`config.mk`:
```
export PLATFORM = sky130hd
export DESIGN_NAME = number_to_english_words
export DESIGN_NICKNAME = d
export VERILOG_FILES = /design/src/hw/rtl/n2w_pkg.sv /design/src/hw/rtl/n2w_cell.sv /design/src/hw/rtl/n2w_conv.sv /design/src/hw/rtl/n2w_emit.sv /design/src/hw/rtl/number_to_english_words.sv
export SDC_FILE = /design/constraint.sdc
export NUM_CORES = 1
export LEC_CHECK = 0
export BUFFER_PORTS_ARGS = -buffer_cell sky130_fd_sc_hd__buf_2
export CAP_MARGIN = 0
export CORE_MARGIN = 2
export CORE_UTILIZATION = 40
export CTS_BUF_LIST = sky130_fd_sc_hd__clkbuf_8
export CTS_CLUSTER_SIZE = 12
export DETAILED_ROUTE_END_ITERATION = 12
export PLACE_DENSITY = 0.58
export REMOVE_ABC_BUFFERS = 1
export SYNTH_ARGS = -nofsm -noshare
export SYNTH_HDL_FRONTEND = slang
export SYNTH_SLANG_ARGS = --single-unit
```
`constraint.sdc`:
```
create_clock -name clk -period 4.65 [get_ports clk]
set_input_delay 0.2325 -clock clk [delete_from_list [all_inputs] [get_ports clk]]
set_output_delay 0.2325 -clock clk [all_outputs]
set_load 0.02 [all_outputs]
```
`src/hw/rtl/n2w_pkg.sv`:
```
// ----------------------------------------------------------------------------
// n2w_pkg
// shared types, sizes and token codes for the number-to-words block
// ----------------------------------------------------------------------------
package n2w_pkg;

    // input number and decimal conversion sizes
    localparam int NUM_W      = 31;
    localparam int DIGITS     = 10;
    localparam int STEPS      = 16;            // two bits per step
    localparam int SR_W       = 2 * STEPS;     // number padded to whole steps
    localparam int CNT_W      = $clog2(STEPS);

    // token slots: four groups of five, plus the lone zero
    localparam int GROUP_SLOTS = 5;
    localparam int SLOTS       = 4 * GROUP_SLOTS + 1;
    localparam int SLOT_IDX_W  = $clog2(SLOTS);

    typedef logic [3:0] digit_t;
    typedef logic [4:0] token_t;

    // token codes
    localparam token_t TOK_ZERO      = 5'd0;
    localparam token_t TOK_TEEN_BASE = 5'd10;
    localparam token_t TOK_TENS_BASE = 5'd18;
    localparam token_t TOK_BILLION   = 5'd28;
    localparam token_t TOK_MILLION   = 5'd29;
    localparam token_t TOK_THOUSAND  = 5'd30;
    localparam token_t TOK_HUNDRED   = 5'd31;

    // handoff from the converter to the word sequencer
    typedef struct packed {
        logic                    load;
        logic [DIGITS-1:0][3:0]  digits;
    } conv_hand_t;

    // double-dabble correction of one bcd digit
    function automatic digit_t dd_adj(digit_t d);
        digit_t r;
        r = (d >= 4'd5) ? d + 4'd3 : d;
        return r;
    endfunction

endpackage

```
`src/hw/rtl/n2w_cell.sv`:
```
// ----------------------------------------------------------------------------
// n2w_cell
// one bcd digit cell of the binary-to-decimal chain, two shift steps a cycle
// ----------------------------------------------------------------------------
module n2w_cell
    import n2w_pkg::*;
(
    input  logic   clk,
    input  logic   rst_n,
    input  logic   clear,
    input  logic   step,
    input  logic   in_lo,      // shift-in for the first step
    input  logic   in_hi,      // shift-in for the second step
    output logic   carry_lo,
    output logic   carry_hi,
    output digit_t digit_step,
    output digit_t digit
);

    digit_t digit_reg;
    digit_t digit_next;
    digit_t adj_a;
    digit_t mid;
    digit_t adj_b;

    always_comb
    begin
        adj_a      = dd_adj(digit_reg);
        carry_lo   = adj_a[3];
        mid        = {adj_a[2:0], in_lo};
        adj_b      = dd_adj(mid);
        carry_hi   = adj_b[3];
        digit_step = {adj_b[2:0], in_hi};
    end

    always_comb
    begin
        if (clear)
        begin
            digit_next = '0;
        end
        else if (step)
        begin
            digit_next = digit_step;
        end
        else
        begin
            digit_next = digit_reg;
        end
    end

    always_ff @(posedge clk or negedge rst_n)
    begin
        if (!rst_n)
        begin
            digit_reg <= '0;
        end
        else
        begin
            digit_reg <= digit_next;
        end
    end

    assign digit = digit_reg;

endmodule

```
`src/hw/rtl/n2w_conv.sv`:
```
// ----------------------------------------------------------------------------
// n2w_conv
// binary to bcd converter: shift register feeding a chain of digit cells
// ----------------------------------------------------------------------------
module n2w_conv
    import n2w_pkg::*;
(
    input  logic             clk,
    input  logic             rst_n,
    input  logic             start,
    input  logic [NUM_W-1:0] number,
    input  logic             emit_free,
    output logic             busy,
    output conv_hand_t       hand
);

    logic [SR_W-1:0]  sr_reg;
    logic [SR_W-1:0]  sr_next;
    logic [CNT_W-1:0] cnt_reg;
    logic [CNT_W-1:0] cnt_next;
    logic             run_reg;
    logic             run_next;
    logic             full_reg;
    logic             full_next;

    logic             accept;
    logic             last_step;
    logic             load_direct;
    logic             load_full;

    logic [DIGITS-1:0]      c_lo;
    logic [DIGITS-1:0]      c_hi;
    logic [DIGITS-1:0]      in_lo;
    logic [DIGITS-1:0]      in_hi;
    logic [DIGITS-1:0][3:0] d_step;
    logic [DIGITS-1:0][3:0] d_reg;

    // chain of digit cells, least significant first
    genvar gi;
    generate
        for (gi = 0; gi < DIGITS; gi++)
        begin : g_cell
            if (gi == 0)
            begin : g_first
                assign in_lo[gi] = sr_reg[SR_W-1];
                assign in_hi[gi] = sr_reg[SR_W-2];
            end
            else
            begin : g_rest
                assign in_lo[gi] = c_lo[gi-1];
                assign in_hi[gi] = c_hi[gi-1];
            end

            n2w_cell u_cell (
                .clk        (clk),
                .rst_n      (rst_n),
                .clear      (accept),
                .step       (run_reg),
                .in_lo      (in_lo[gi]),
                .in_hi      (in_hi[gi]),
                .carry_lo   (c_lo[gi]),
                .carry_hi   (c_hi[gi]),
                .digit_step (d_step[gi]),
                .digit      (d_reg[gi])
            );
        end
    endgenerate

    always_comb
    begin
        last_step   = run_reg && (cnt_reg == CNT_W'(STEPS - 1));
        load_direct = last_step && emit_free;
        load_full   = full_reg && emit_free;
        busy        = run_reg ? !load_direct : (full_reg && !emit_free);
        accept      = start && !busy;

        hand.load   = load_direct || load_full;
        hand.digits = load_direct ? d_step : d_reg;
    end

    always_comb
    begin
        sr_next   = sr_reg;
        cnt_next  = cnt_reg;
        run_next  = run_reg;
        full_next = full_reg;

        if (run_reg)
        begin
            sr_next  = {sr_reg[SR_W-3:0], 2'b00};
            cnt_next = cnt_reg + CNT_W'(1);
        end
        if (last_step)
        begin
            run_next  = 1'b0;
            full_next = !emit_free;
        end
        else if (load_full)
        begin
            full_next = 1'b0;
        end
        if (accept)
        begin
            sr_next  = SR_W'(number);
            cnt_next = '0;
            run_next = 1'b1;
        end
    end

    always_ff @(posedge clk or negedge rst_n)
    begin
        if (!rst_n)
        begin
            run_reg  <= 1'b0;
            full_reg <= 1'b0;
            cnt_reg  <= '0;
        end
        else
        begin
            run_reg  <= run_next;
            full_reg <= full_next;
            cnt_reg  <= cnt_next;
        end
    end

    always_ff @(posedge clk)
    begin
        sr_reg <= sr_next;
    end

endmodule

```
`src/hw/rtl/n2w_emit.sv`:
```
// ----------------------------------------------------------------------------
// n2w_emit
// word sequencer: slot mask built from the digits, one word per cycle
// ----------------------------------------------------------------------------
module n2w_emit
    import n2w_pkg::*;
(
    input  logic       clk,
    input  logic       rst_n,
    input  conv_hand_t hand,
    output logic       emit_free,
    output logic       word_valid,
    output token_t     word,
    output logic       last_word
);

    logic [SLOTS-1:0]   mask_reg;
    logic [SLOTS-1:0]   mask_next;
    token_t             tok_reg  [SLOTS];
    token_t             tok_new  [SLOTS];
    logic [SLOTS-1:0]   mask_new;

    logic [SLOT_IDX_W-1:0] idx;
    logic                  any;
    logic                  single;

    logic   word_valid_reg;
    logic   word_valid_next;
    token_t word_reg;
    token_t word_next;
    logic   last_word_reg;
    logic   last_word_next;

    digit_t h [4];
    digit_t t [4];
    digit_t u [4];
    token_t scale [4];
    logic   all_zero;

    // group digits: billion, million, thousand, units
    always_comb
    begin
        h[0] = '0;              t[0] = '0;              u[0] = hand.digits[9];
        h[1] = hand.digits[8];  t[1] = hand.digits[7];  u[1] = hand.digits[6];
        h[2] = hand.digits[5];  t[2] = hand.digits[4];  u[2] = hand.digits[3];
        h[3] = hand.digits[2];  t[3] = hand.digits[1];  u[3] = hand.digits[0];
        scale[0] = TOK_BILLION;
        scale[1] = TOK_MILLION;
        scale[2] = TOK_THOUSAND;
        scale[3] = TOK_ZERO;
        all_zero = (hand.digits == '0);
    end

    // slots per group: digit, hundred, tens or teen, unit, scale
    always_comb
    begin
        for (int g = 0; g < 4; g++)
        begin
            mask_new[g*GROUP_SLOTS + 0] = (h[g] != 4'd0);
            tok_new[g*GROUP_SLOTS + 0]  = {1'b0, h[g]};
            mask_new[g*GROUP_SLOTS + 1] = (h[g] != 4'd0);
            tok_new[g*GROUP_SLOTS + 1]  = TOK_HUNDRED;
            mask_new[g*GROUP_SLOTS + 2] = (t[g] != 4'd0);
            tok_new[g*GROUP_SLOTS + 2]  = (t[g] == 4'd1) ? TOK_TEEN_BASE + {1'b0, u[g]}
                                                         : TOK_TENS_BASE + {1'b0, t[g]};
            mask_new[g*GROUP_SLOTS + 3] = (t[g] != 4'd1) && (u[g] != 4'd0);
            tok_new[g*GROUP_SLOTS + 3]  = {1'b0, u[g]};
            mask_new[g*GROUP_SLOTS + 4] = (g != 3) &&
                                          ((h[g] != 4'd0) || (t[g] != 4'd0) || (u[g] != 4'd0));
            tok_new[g*GROUP_SLOTS + 4]  = scale[g];
        end
        mask_new[SLOTS-1] = all_zero;
        tok_new[SLOTS-1]  = TOK_ZERO;
    end

    // lowest pending slot goes out next
    always_comb
    begin
        idx = '0;
        for (int i = SLOTS - 1; i >= 0; i--)
        begin
            if (mask_reg[i])
            begin
                idx = SLOT_IDX_W'(i);
            end
        end
        any       = |mask_reg;
        single    = ((mask_reg & (mask_reg - SLOTS'(1))) == '0);
        emit_free = single;
    end

    always_comb
    begin
        word_valid_next = any;
        word_next       = tok_reg[idx];
        last_word_next  = any && single;
        if (hand.load)
        begin
            mask_next = mask_new;
        end
        else
        begin
            mask_next = mask_reg & ~(SLOTS'(1) << idx);
        end
    end

    always_ff @(posedge clk or negedge rst_n)
    begin
        if (!rst_n)
        begin
            mask_reg       <= '0;
            word_valid_reg <= 1'b0;
            last_word_reg  <= 1'b0;
        end
        else
        begin
            mask_reg       <= mask_next;
            word_valid_reg <= word_valid_next;
            last_word_reg  <= last_word_next;
        end
    end

    always_ff @(posedge clk)
    begin
        word_reg <= word_next;
        if (hand.load)
        begin
            for (int i = 0; i < SLOTS; i++)
            begin
                tok_reg[i] <= tok_new[i];
            end
        end
    end

    assign word_valid = word_valid_reg;
    assign word       = word_reg;
    assign last_word  = last_word_reg;

endmodule

```
`src/hw/rtl/number_to_english_words.sv`:
```
// ----------------------------------------------------------------------------
// number_to_english_words
// spells a 31-bit unsigned number as a stream of english word tokens
// ----------------------------------------------------------------------------
// flow: after start is taken the number runs through the 16 two-bit steps of
//   the digit-cell chain, then words come out one per cycle, 1 to 16 words per
//   number, last_word on the final one; a new start is taken from the last step
//   on, and busy holds while more than one word of the last run is pending
// reset: rst_n clears all control, no words pending, busy low
// receiver cannot stall: each word is on the ports for exactly one cycle
module number_to_english_words
    import n2w_pkg::*;
(
    input  logic             clk,
    input  logic             rst_n,
    input  logic             start,
    output logic             busy,
    input  logic [NUM_W-1:0] number,
    output logic             word_valid,
    output logic [4:0]       word,
    output logic             last_word
);

    conv_hand_t hand;       // digits handed from the converter to the sequencer
    logic       emit_free;  // sequencer can take new digits this cycle

    // binary to bcd: a chain of ten digit cells, two bits shifted per cycle,
    // digits are handed over on the last step or held until the sequencer frees
    n2w_conv u_conv (
        .clk       (clk),
        .rst_n     (rst_n),
        .start     (start),
        .number    (number),
        .emit_free (emit_free),
        .busy      (busy),
        .hand      (hand)
    );

    // word sequencer: marks every word slot of the spelling, then sends the
    // lowest pending one each cycle through a registered output
    n2w_emit u_emit (
        .clk        (clk),
        .rst_n      (rst_n),
        .hand       (hand),
        .emit_free  (emit_free),
        .word_valid (word_valid),
        .word       (word),
        .last_word  (last_word)
    );

endmodule

```
Yosys cells after proc, flatten, opt, wreduce, memory -nomap -nowiden
Memory sizes are Yosys's and may differ from the RTL's. A register that Yosys moved wholly into a read port is not among the register bits.
Cells that the tools add are included.
{"block": "totals", "mem_bits_rw": 105, "register_bits": 101, "out_inout_bits": 8, "memories": 1}
{"block": "classes", "n_addsub": 28, "n_reduce_logical": 33, "n_eq_ne": 7, "shift": 1, "n_lt_le_gt_ge": 20, "n_mux": 77, "bitwise_logic": 3}
{"name": "u_emit.tok_reg", "depth": 21, "width": 5, "rd": 1, "rd_ports_with_merged_regs": 1, "wr": 21, "line_no": "n2w_emit.sv:19", "source": "token_t tok_reg [SLOTS];"}
{"cell": "4-bit two-way mux", "n": 40}
{"cell": "5-bit two-way mux", "n": 24}
{"cell": "4-bit by 3-bit greater-or-equal comparator with 1-bit output (second input constant)", "n": 20}
{"cell": "4-bit by 2-bit adder with 4-bit output (second input constant)", "n": 18}
{"cell": "31-bit two-way mux", "n": 2}
{"cell": "21-bit AND", "n": 2}
{"cell": "40-bit zero test", "n": 1}
{"cell": "40-bit two-way mux", "n": 1}
{"cell": "4-bit nonzero test", "n": 10}
{"cell": "21-bit zero test", "n": 1}
{"cell": "21-bit two-way mux", "n": 1}
{"cell": "21-bit NOT", "n": 1}
{"cell": "21-bit OR reduction", "n": 1}
{"cell": "1-bit by 5-bit << shifter with 21-bit output (first input constant)", "n": 1}
{"cell": "21-bit by 1-bit subtractor with 21-bit output (second input constant)", "n": 1}
{"cell": "4-bit by 4-bit adder with 5-bit output (first input constant)", "n": 3}
{"cell": "5-bit by 4-bit adder with 5-bit output (first input constant)", "n": 3}
{"cell": "4-bit by 1-bit == test with 1-bit output (second input constant)", "n": 3}
{"cell": "4-bit by 1-bit != test with 1-bit output (second input constant)", "n": 3}
{"cell": "1-bit logical AND", "n": 9}
{"cell": "1-bit two-way mux", "n": 7}
{"cell": "3-bit by 2-bit adder with 3-bit output (second input constant)", "n": 2}
{"cell": "3-bit two-way mux", "n": 2}
{"cell": "2-bit nonzero test", "n": 3}
{"cell": "4 further kinds", "n": 10}

Longest topological paths before layout
Gate-level depths: netlist of the first run.
{"block": "depth", "depth_word": 25, "mapped_depth": 16, "mapped_depth_nobuf": 16}

Cells and area by module
From an unflattened synthesis of the first run, not the netlist that was laid out.
{"block": "hier_totals", "cells_unflattened": 1074, "hier_area_um2": 10562.6}
{"mod": "n2w_emit", "instances": 1, "cells_each": 379, "area_each_um2": 3922.5}
{"mod": "n2w_cell at u_conv.g_cell[0].u_cell ...", "instances": 8, "cells_each": 48, "area_each_um2": 440.4}
{"mod": "n2w_conv", "instances": 1, "cells_each": 217, "area_each_um2": 2301.0}
{"mod": "n2w_cell at u_conv.g_cell[4].u_cell ...", "instances": 2, "cells_each": 47, "area_each_um2": 407.9}

Least setup slack after synthesis of the first run
Ideal clock, no wire load.
{"block": "synth_path", "path_kind": "register -> register", "from": "register u_conv.g_cell[4].u_cell.digit_reg[1]", "to": "memory u_emit.tok_reg[12][2] (netlist name) (data pin)", "setup_time_ns": 0.260, "slack_ns": 1.169, "n_path_buf": 0, "stages_incl_launch_ff": 14, "arrival_time_ns": 3.222, "period_less_slack_ns": 3.481, "cell_sequence": "dfrtp_1 -> inv_1 -> ha_1 -> nand2b_1 -> a21oi_1 -> xnor2_1 -> ha_1 -> nor2b_1 -> o31ai_1 -> or3b_2 -> a21boi_0 -> mux2i_1 -> nor2_1 -> mux2_2"}
{"element": "start, declared", "line_no": "n2w_cell.sv:20", "source": "digit_t digit_reg;"}
{"element": "start signal, assigned", "line_no": "n2w_cell.sv:60", "source": "digit_reg <= digit_next;"}
{"element": "end, declared", "line_no": "n2w_emit.sv:19"}

==> results of run 1 <==
## placed cells by master (no fill, tap or decap), drive strengths merged, types with 3 or more instances in the layout
cell type and instances:
and3 4, or2 6, nor3 14, xor2 10, xnor2 18, o21ai 62, o21a 7, a211o 5
o21bai 3, nand2 77, inv 82, nor3b 11, a31oi 3, nor2b 12, nor2 102, clkbuf 17
buf 54, ha 51, a211oi 42, nor4 10, a21oi 67, a21o 8, mux2 53, o221ai 7
or3 9, nand3 11, mux2i 45, o32ai 3, o31ai 8, o211ai 11, and2 6, a31o 9
a21boi 8, nand2b 25, dfxtp 6, edfxtp 74, nand4 15, clkinv 3, dfrtp 69
## worst max path at each step
stage / start / to / slack (ps)
final: u_conv.g_cell[4].u_cell.digit[1]$_DFFE_PN0P_ / u_emit.tok_reg[12][2]$_DFFE_PN_ / 720
after global routing: u_conv.g_cell[4].u_cell.digit[1]$_DFFE_PN0P_ / u_emit.tok_reg[12][2]$_DFFE_PN_ / 400
after CTS: u_conv.g_cell[4].u_cell.digit[1]$_DFFE_PN0P_ / u_emit.tok_reg[12][2]$_DFFE_PN_ / 720
after detailed placement: u_conv.g_cell[4].u_cell.digit[1]$_DFFE_PN0P_ / u_emit.tok_reg[12][2]$_DFFE_PN_ / 740
after global placement: u_conv.g_cell[4].u_cell.digit[1]$_DFFE_PN0P_ / u_emit.tok_reg[12][2]$_DFFE_PN_ / 790
after floorplan: u_conv.run_reg$_DFFE_PN0P_ / u_conv.sr_reg[0]$_SDFFCE_PN0P_ / -2010
## final cells by class
| type | instances | area [um2] | share of cell area (%) |
|---|---|---|---|
| inverters | 72 | 270 | 2.54 |
| repair buffers | 55 | 328 | 3.08 |
| clock inverters | 15 | 158 | 1.48 |
| clock buffers | 17 | 234 | 2.20 |
| multi-input cells | 746 | 5190 | 48.7 |
| well taps | 324 | 405 | 3.80 |
| flip-flops and latches | 149 | 4070 | 38.2 |
## kinds of logic after synthesis
group / count (synthesis) / share of synthesized area (%)
buffers and inverters: 124 / 5.37
adders and majority gates: 53 / 6.73
and+or+nand+nor: 309 / 15.9
DFF: 149 / 41.6
AOI/OAI and AO/OA: 258 / 17.2
muxes: 98 / 10.7
xor gates and xnor gates: 28 / 2.51
## per-stage QoR
stage	std cells	area (um2)	worst slack (ps)	hold WS [ps]
finish	1378	10700	715	53.5
global route	1378	10700	401	28.4
CTS	1378	10700	720	27.4
detailed placement	1345	10300	736	456
global placement	1345	10300	788	461
floorplan	967	9530	-2010	-63.1
## layer usage
metal	part of all wire, %	wire length [um]	GRT usage, %
met1	49	10800	25.4
met2	47	10400	29.0
met3	3.6	793	2.79
met4	1.3	289	4.46
met5	0	0	0
## repair_timing
action / CTS / global route
hold buffers: 1 / 0
endpoints found under the hold margin: 69 / 0
setup buffers: 0 / 0
## worst max-delay path, stage by stage (launching register included)
cell and delay, ps:
dfrtp_1 470, inv_1 90, ha_1 190, nand2b_1 150, a21oi_1 170, xnor2_1 170, ha_1 260, nor2b_1 150
o31ai_1 430, or3b_2 480, a21boi_0 260, mux2i_1 170, nor2_1 320, mux2_2 370
==> run summary, run 1 <==
Hold path endpoint: u_conv.sr_reg[12]$_DFFE_PP_
Initial Utilization: 40.5%
Ports: 42
Post-layout nets: 1,126
Number of global-route vias before repair: 7,261
Filler Cell Count: 2,343
Largest net degree at the start of global routing: 72
Reg2reg end: u_emit.tok_reg[12][2]$_DFFE_PN_
Critical Path AT: 4140 ps
Routed len/inst: 16.2 um
Clock buffer count from CTS: 17
Post-synth EDFFs: 74
Commonest cells post-synth: 102 x nor2_1, 77 x nand2_1, 74 x edfxtp_1
Total congestion overflow: 0
DR vias/cell: 5.37
Tmin final: 3930 ps
Crit share post-route: 84.6%
Final setup skew: 17.5 ps
Register area share after synthesis: 41.6%
Unrepaired setup endpoints after global routing: no
Reg2Reg Setup Slack: 720 ps
DP HPWL: 15,900 um
Ys async rst share: 46.3%
Max cap viols: 0
Unique cell type count in the Yosys netlist: 71
Clock Latency Late Sink: 460 ps
Total die area: 25,700 um2
Largest register FFs: 43
Worst-Margin Slew: 988 ps
Die X: 160 um
Area grow syn2layout: 8.94%
Synth Flop Type: edfxtp_1
Site Rows: 57
Slew HR: 34.1%
Depth of the CTS H-tree: 4
Worst Hold Launch: number[12]
Endpoints failing hold: 0
IO Port Bufs: 41
Antenna Violating Nets Remaining: 0
Outcome: completed
Initial antenna violation count: 0
CP max FO: 6
Syn Std Cell Area: 9780 um2
Core area: 24,200 um2
Die height: 160 um
Most common cell in the netlist: nor2_1
Starting DRT DRC Count: 563
Crit Path Class: flip-flop to flip-flop
Max Freq: 254 MHz
Max Buffers Root-to-Sink: 2
Synth warn: 0
Top cell type's share of synthesized area: 22.7%
Share of layout cells above drive strength 1: 15.8%
Count of pins over their slew limit: 0
Post-CTS Resized: 0
Total wire length: 22,300 um
Fin Setup TNS: 0 ps
Final setup viols: 0
Critical Path End Type: flip-flop
Synth area leaders: edfxtp_1 23%, dfrtp_1 18%, ha_1 6.5%
CTS clk-pin slew, worst paths: 100 ps
Final core area utilization: 44.1%
Avg Inst Size Synth: 9.60 um2
Vias after detailed routing: 7,395
Worst Path Required: 4860 ps
R2R depth: 13
Hold-critical path depth: 2
Clock root buffer: clkbuf_8
Hold crit path type: input pin to flip-flop
GRT Resource Usage Total: 18.0%
Startpoint types: flip-flop
Gate Count Post-Synth: 1,019
First-pass GRT wire length: 37,700 um
Final GP Congestion: 0.905
Ant diodes: 0
Worst R2R Start: u_conv.g_cell[4].u_cell.digit[1]$_DFFE_PN0P_
Sink Count: 149
Area leader, netlist: edfxtp_1
Drt pass-1 iters: 5
DR DRC count: 0
TritonCTS clock tree: done
Yosys reg bits: 149
Power of run 1 is left out: the tool's default activity adds up to more than one toggle a clock period on the data nets, which glitch-free logic cannot reach.
==> inputs of run 2 (changes only) <==
PLACE_DENSITY = 0.6   (was 0.58)
clock period = 3.45 ns   (was 4.65 ns; I/O delays follow)
==> run 2 against run 1 <==
Die area did not move. First-iteration DRC count grew 8.7%. Cell area grew 9.3%. Largest cell class unchanged. Highest routed layer unchanged. Fmax grew 18%.
==> run summary, run 2 (same netlist as run 1, synthesis figures left out) <==
Outcome: completed (unchanged)
Final core area utilization: 48.2% (was 44.1%)
Die height: 160 um (unchanged)
Post-layout nets: 1,216 (was 1,126)
Tmin final: 3330 ps (was 3930 ps)
Reg2reg end: u_conv.sr_reg[25]$_DFFE_PP_ (was u_emit.tok_reg[12][2]$_DFFE_PN_)
Area grow syn2layout: 19.1% (was 8.94%)
Fin Setup TNS: 0 ps (unchanged)
DR DRC count: 0 (unchanged)
Placed cell count: 1,397 (was 1,345)
Ant diodes: 0 (unchanged)
Crit Path Class: flip-flop to flip-flop (unchanged)
WL met1: 11,000 um (was 10,800 um)
Total congestion overflow: 0 (unchanged)
Commonest cells after routing, fill and taps aside: 102 x nor2_1, 77 x nand2_1, 74 x edfxtp_1, 70 x buf_4, 68 x inv_1 (was 102 x nor2_1, 77 x nand2_1, 74 x edfxtp_1, 71 x inv_1, 68 x dfrtp_1)
Max cap viols: 0 (unchanged)
Ports: 42 (unchanged)
Worst R2R Start: u_emit.mask_reg[3]$_DFF_PN0_ (was u_conv.g_cell[4].u_cell.digit[1]$_DFFE_PN0P_)
Vias after detailed routing: 7,731 (was 7,395)
Initial Utilization: 40.5% (unchanged)
Final GP Congestion: 0.918 (was 0.905)
Hold crit path type: input pin to flip-flop (unchanged)
Clock buffer count from CTS: 17 (unchanged)
CP max FO: 28 (was 6)
Core area: 24,200 um2 (unchanged)
DP HPWL: 16,300 um (was 15,900 um)
Pre-CTS setup slack: 8.60 ps (was 736 ps)
Critical Path AT: 3540 ps (was 4140 ps)
Site Rows: 57 (unchanged)
Depth of the CTS H-tree: 4 (unchanged)
Largest net degree at the start of global routing: 81 (was 72)
Met3 wire length: 925 um (was 793 um)
Final setup skew: 15.2 ps (was 17.5 ps)
Max Buffers Root-to-Sink: 2 (unchanged)
Drt pass-1 iters: 5 (unchanged)
GRT Resource Usage Total: 18.2% (was 18.0%)
Slew HR: 33.4% (was 34.1%)
Hold path endpoint: u_conv.sr_reg[27]$_DFFE_PP_ (was u_conv.sr_reg[12]$_DFFE_PP_)
First-pass GRT wire length: 38,000 um (was 37,700 um)
Final setup viols: 0 (unchanged)
Starting DRT DRC Count: 612 (was 563)
Sink Count: 149 (unchanged)
Count of pins over their slew limit: 0 (unchanged)
Number of global-route vias before repair: 7,462 (was 7,261)
Total die area: 25,700 um2 (unchanged)
Worst Path Required: 3660 ps (was 4860 ps)
Critical path origin: u_emit.mask_reg[3]$_DFF_PN0_ (was u_conv.g_cell[4].u_cell.digit[1]$_DFFE_PN0P_)
Worst-Margin Slew: 999 ps (was 988 ps)
Die X: 160 um (unchanged)
Clock root buffer: clkbuf_8 (unchanged)
Routed len/inst: 15.9 um (was 16.2 um)
Hold-critical path depth: 2 (unchanged)
Share of layout cells above drive strength 1: 23.2% (was 15.8%)
Initial antenna violation count: 0 (unchanged)
Clock Latency Late Sink: 460 ps (about the same)
CTS clk-pin slew, worst paths: 90 ps (was 100 ps)
Reg2Reg Setup Slack: 120 ps (was 720 ps)
Worst Hold Launch: number[27] (was number[12])
Most common cell after layout, fill and taps aside: nor2_1 (unchanged)
Max Freq: 300 MHz (was 254 MHz)
Total wire length: 23,300 um (was 22,300 um)
Crit share post-route: 96.7% (was 84.6%)
Startpoint types: flip-flop (unchanged)
Fin cells: 1,468 (was 1,378)
DR vias/cell: 5.27 (was 5.37)
Final WS setup: 115 ps (was 715 ps)
Max layer used: met4 (unchanged)
IO Port Bufs: 41 (unchanged)
Antenna Violating Nets Remaining: 0 (unchanged)
R2R depth: 10 (was 13)
Endpoints failing hold: 0 (unchanged)
Critical Path End Type: flip-flop (unchanged)
TritonCTS clock tree: done (unchanged)
Metal2 WL: 10,800 um (was 10,400 um)
Largest register FFs: 43 (unchanged)
[run 2: changes by cell type in the layout (fill, tap and decap cells not counted), moves of 6 or more]
cell	change
ha_2	+6
a21oi_2	+7
buf_12	+6
buf_4	+57
a21oi_1	-8
dlygate4sd3_1	+27
ha_1	-7
[run 2: area by class of cell]
type | count | area (um2)
Multi-Input combinational cell | 746 | 5350
Clock buffer | 17 | 234
Timing Repair Buffer | 145 | 1150
Tap cell | 324 | 405
Sequential cell | 149 | 4070
Clock inverter | 15 | 171
Inverter | 72 | 270
Fill cell | 2276 | 12500
[run 2: worst max-delay path, stage by stage, from the launching register on]
cell	delay, ps
dfrtp_1	420
nor4_4	440
buf_4	200
a21oi_1	60
o31a_1	270
or3_4	390
or2_1	220
a22oi_2	250
and2_2	270
buf_12	200
mux2_2	360
[run 2: metal layers]
layer	vias up	track usage [%]
met4	0	5.28
met3	33	3.67
met1	3671	24.9
met2	128	29.3
li1	3899	-
met5	-	0
[run 2: how the worst max path moves through the flow]
stage | to | slack (ps)
final | u_conv.sr_reg[25]$_DFFE_PP_ | 120
after CTS | u_emit.tok_reg[12][2]$_DFFE_PN_ | 20
after global placement | u_emit.mask_reg[20]$_DFF_PN0_ | 110
after global routing | u_emit.mask_reg[20]$_DFF_PN0_ | -60
after floorplan | u_conv.sr_reg[0]$_SDFFCE_PN0P_ | -3210
after detailed placement | u_emit.mask_reg[20]$_DFF_PN0_ | 9
[run 2: what timing repair did]
item	4_1_cts	5_1_grt
endpoints found under the setup margin	1	20
endpoints found under the hold margin	96	0
resized for setup	1	44
hold buffers	28	0
buffers inserted	0	11
pin swaps	0	15
[run 2: through the flow]
stage | hold WS [ps] | area (um2)
floorplan | -123 | 9530
global placement | 393 | 10700
detailed placement | 391 | 10700
CTS | 3.33 | 11400
global route | 5.68 | 11700
finish | 31.1 | 11700
Power of run 2 is left out for the same reason.
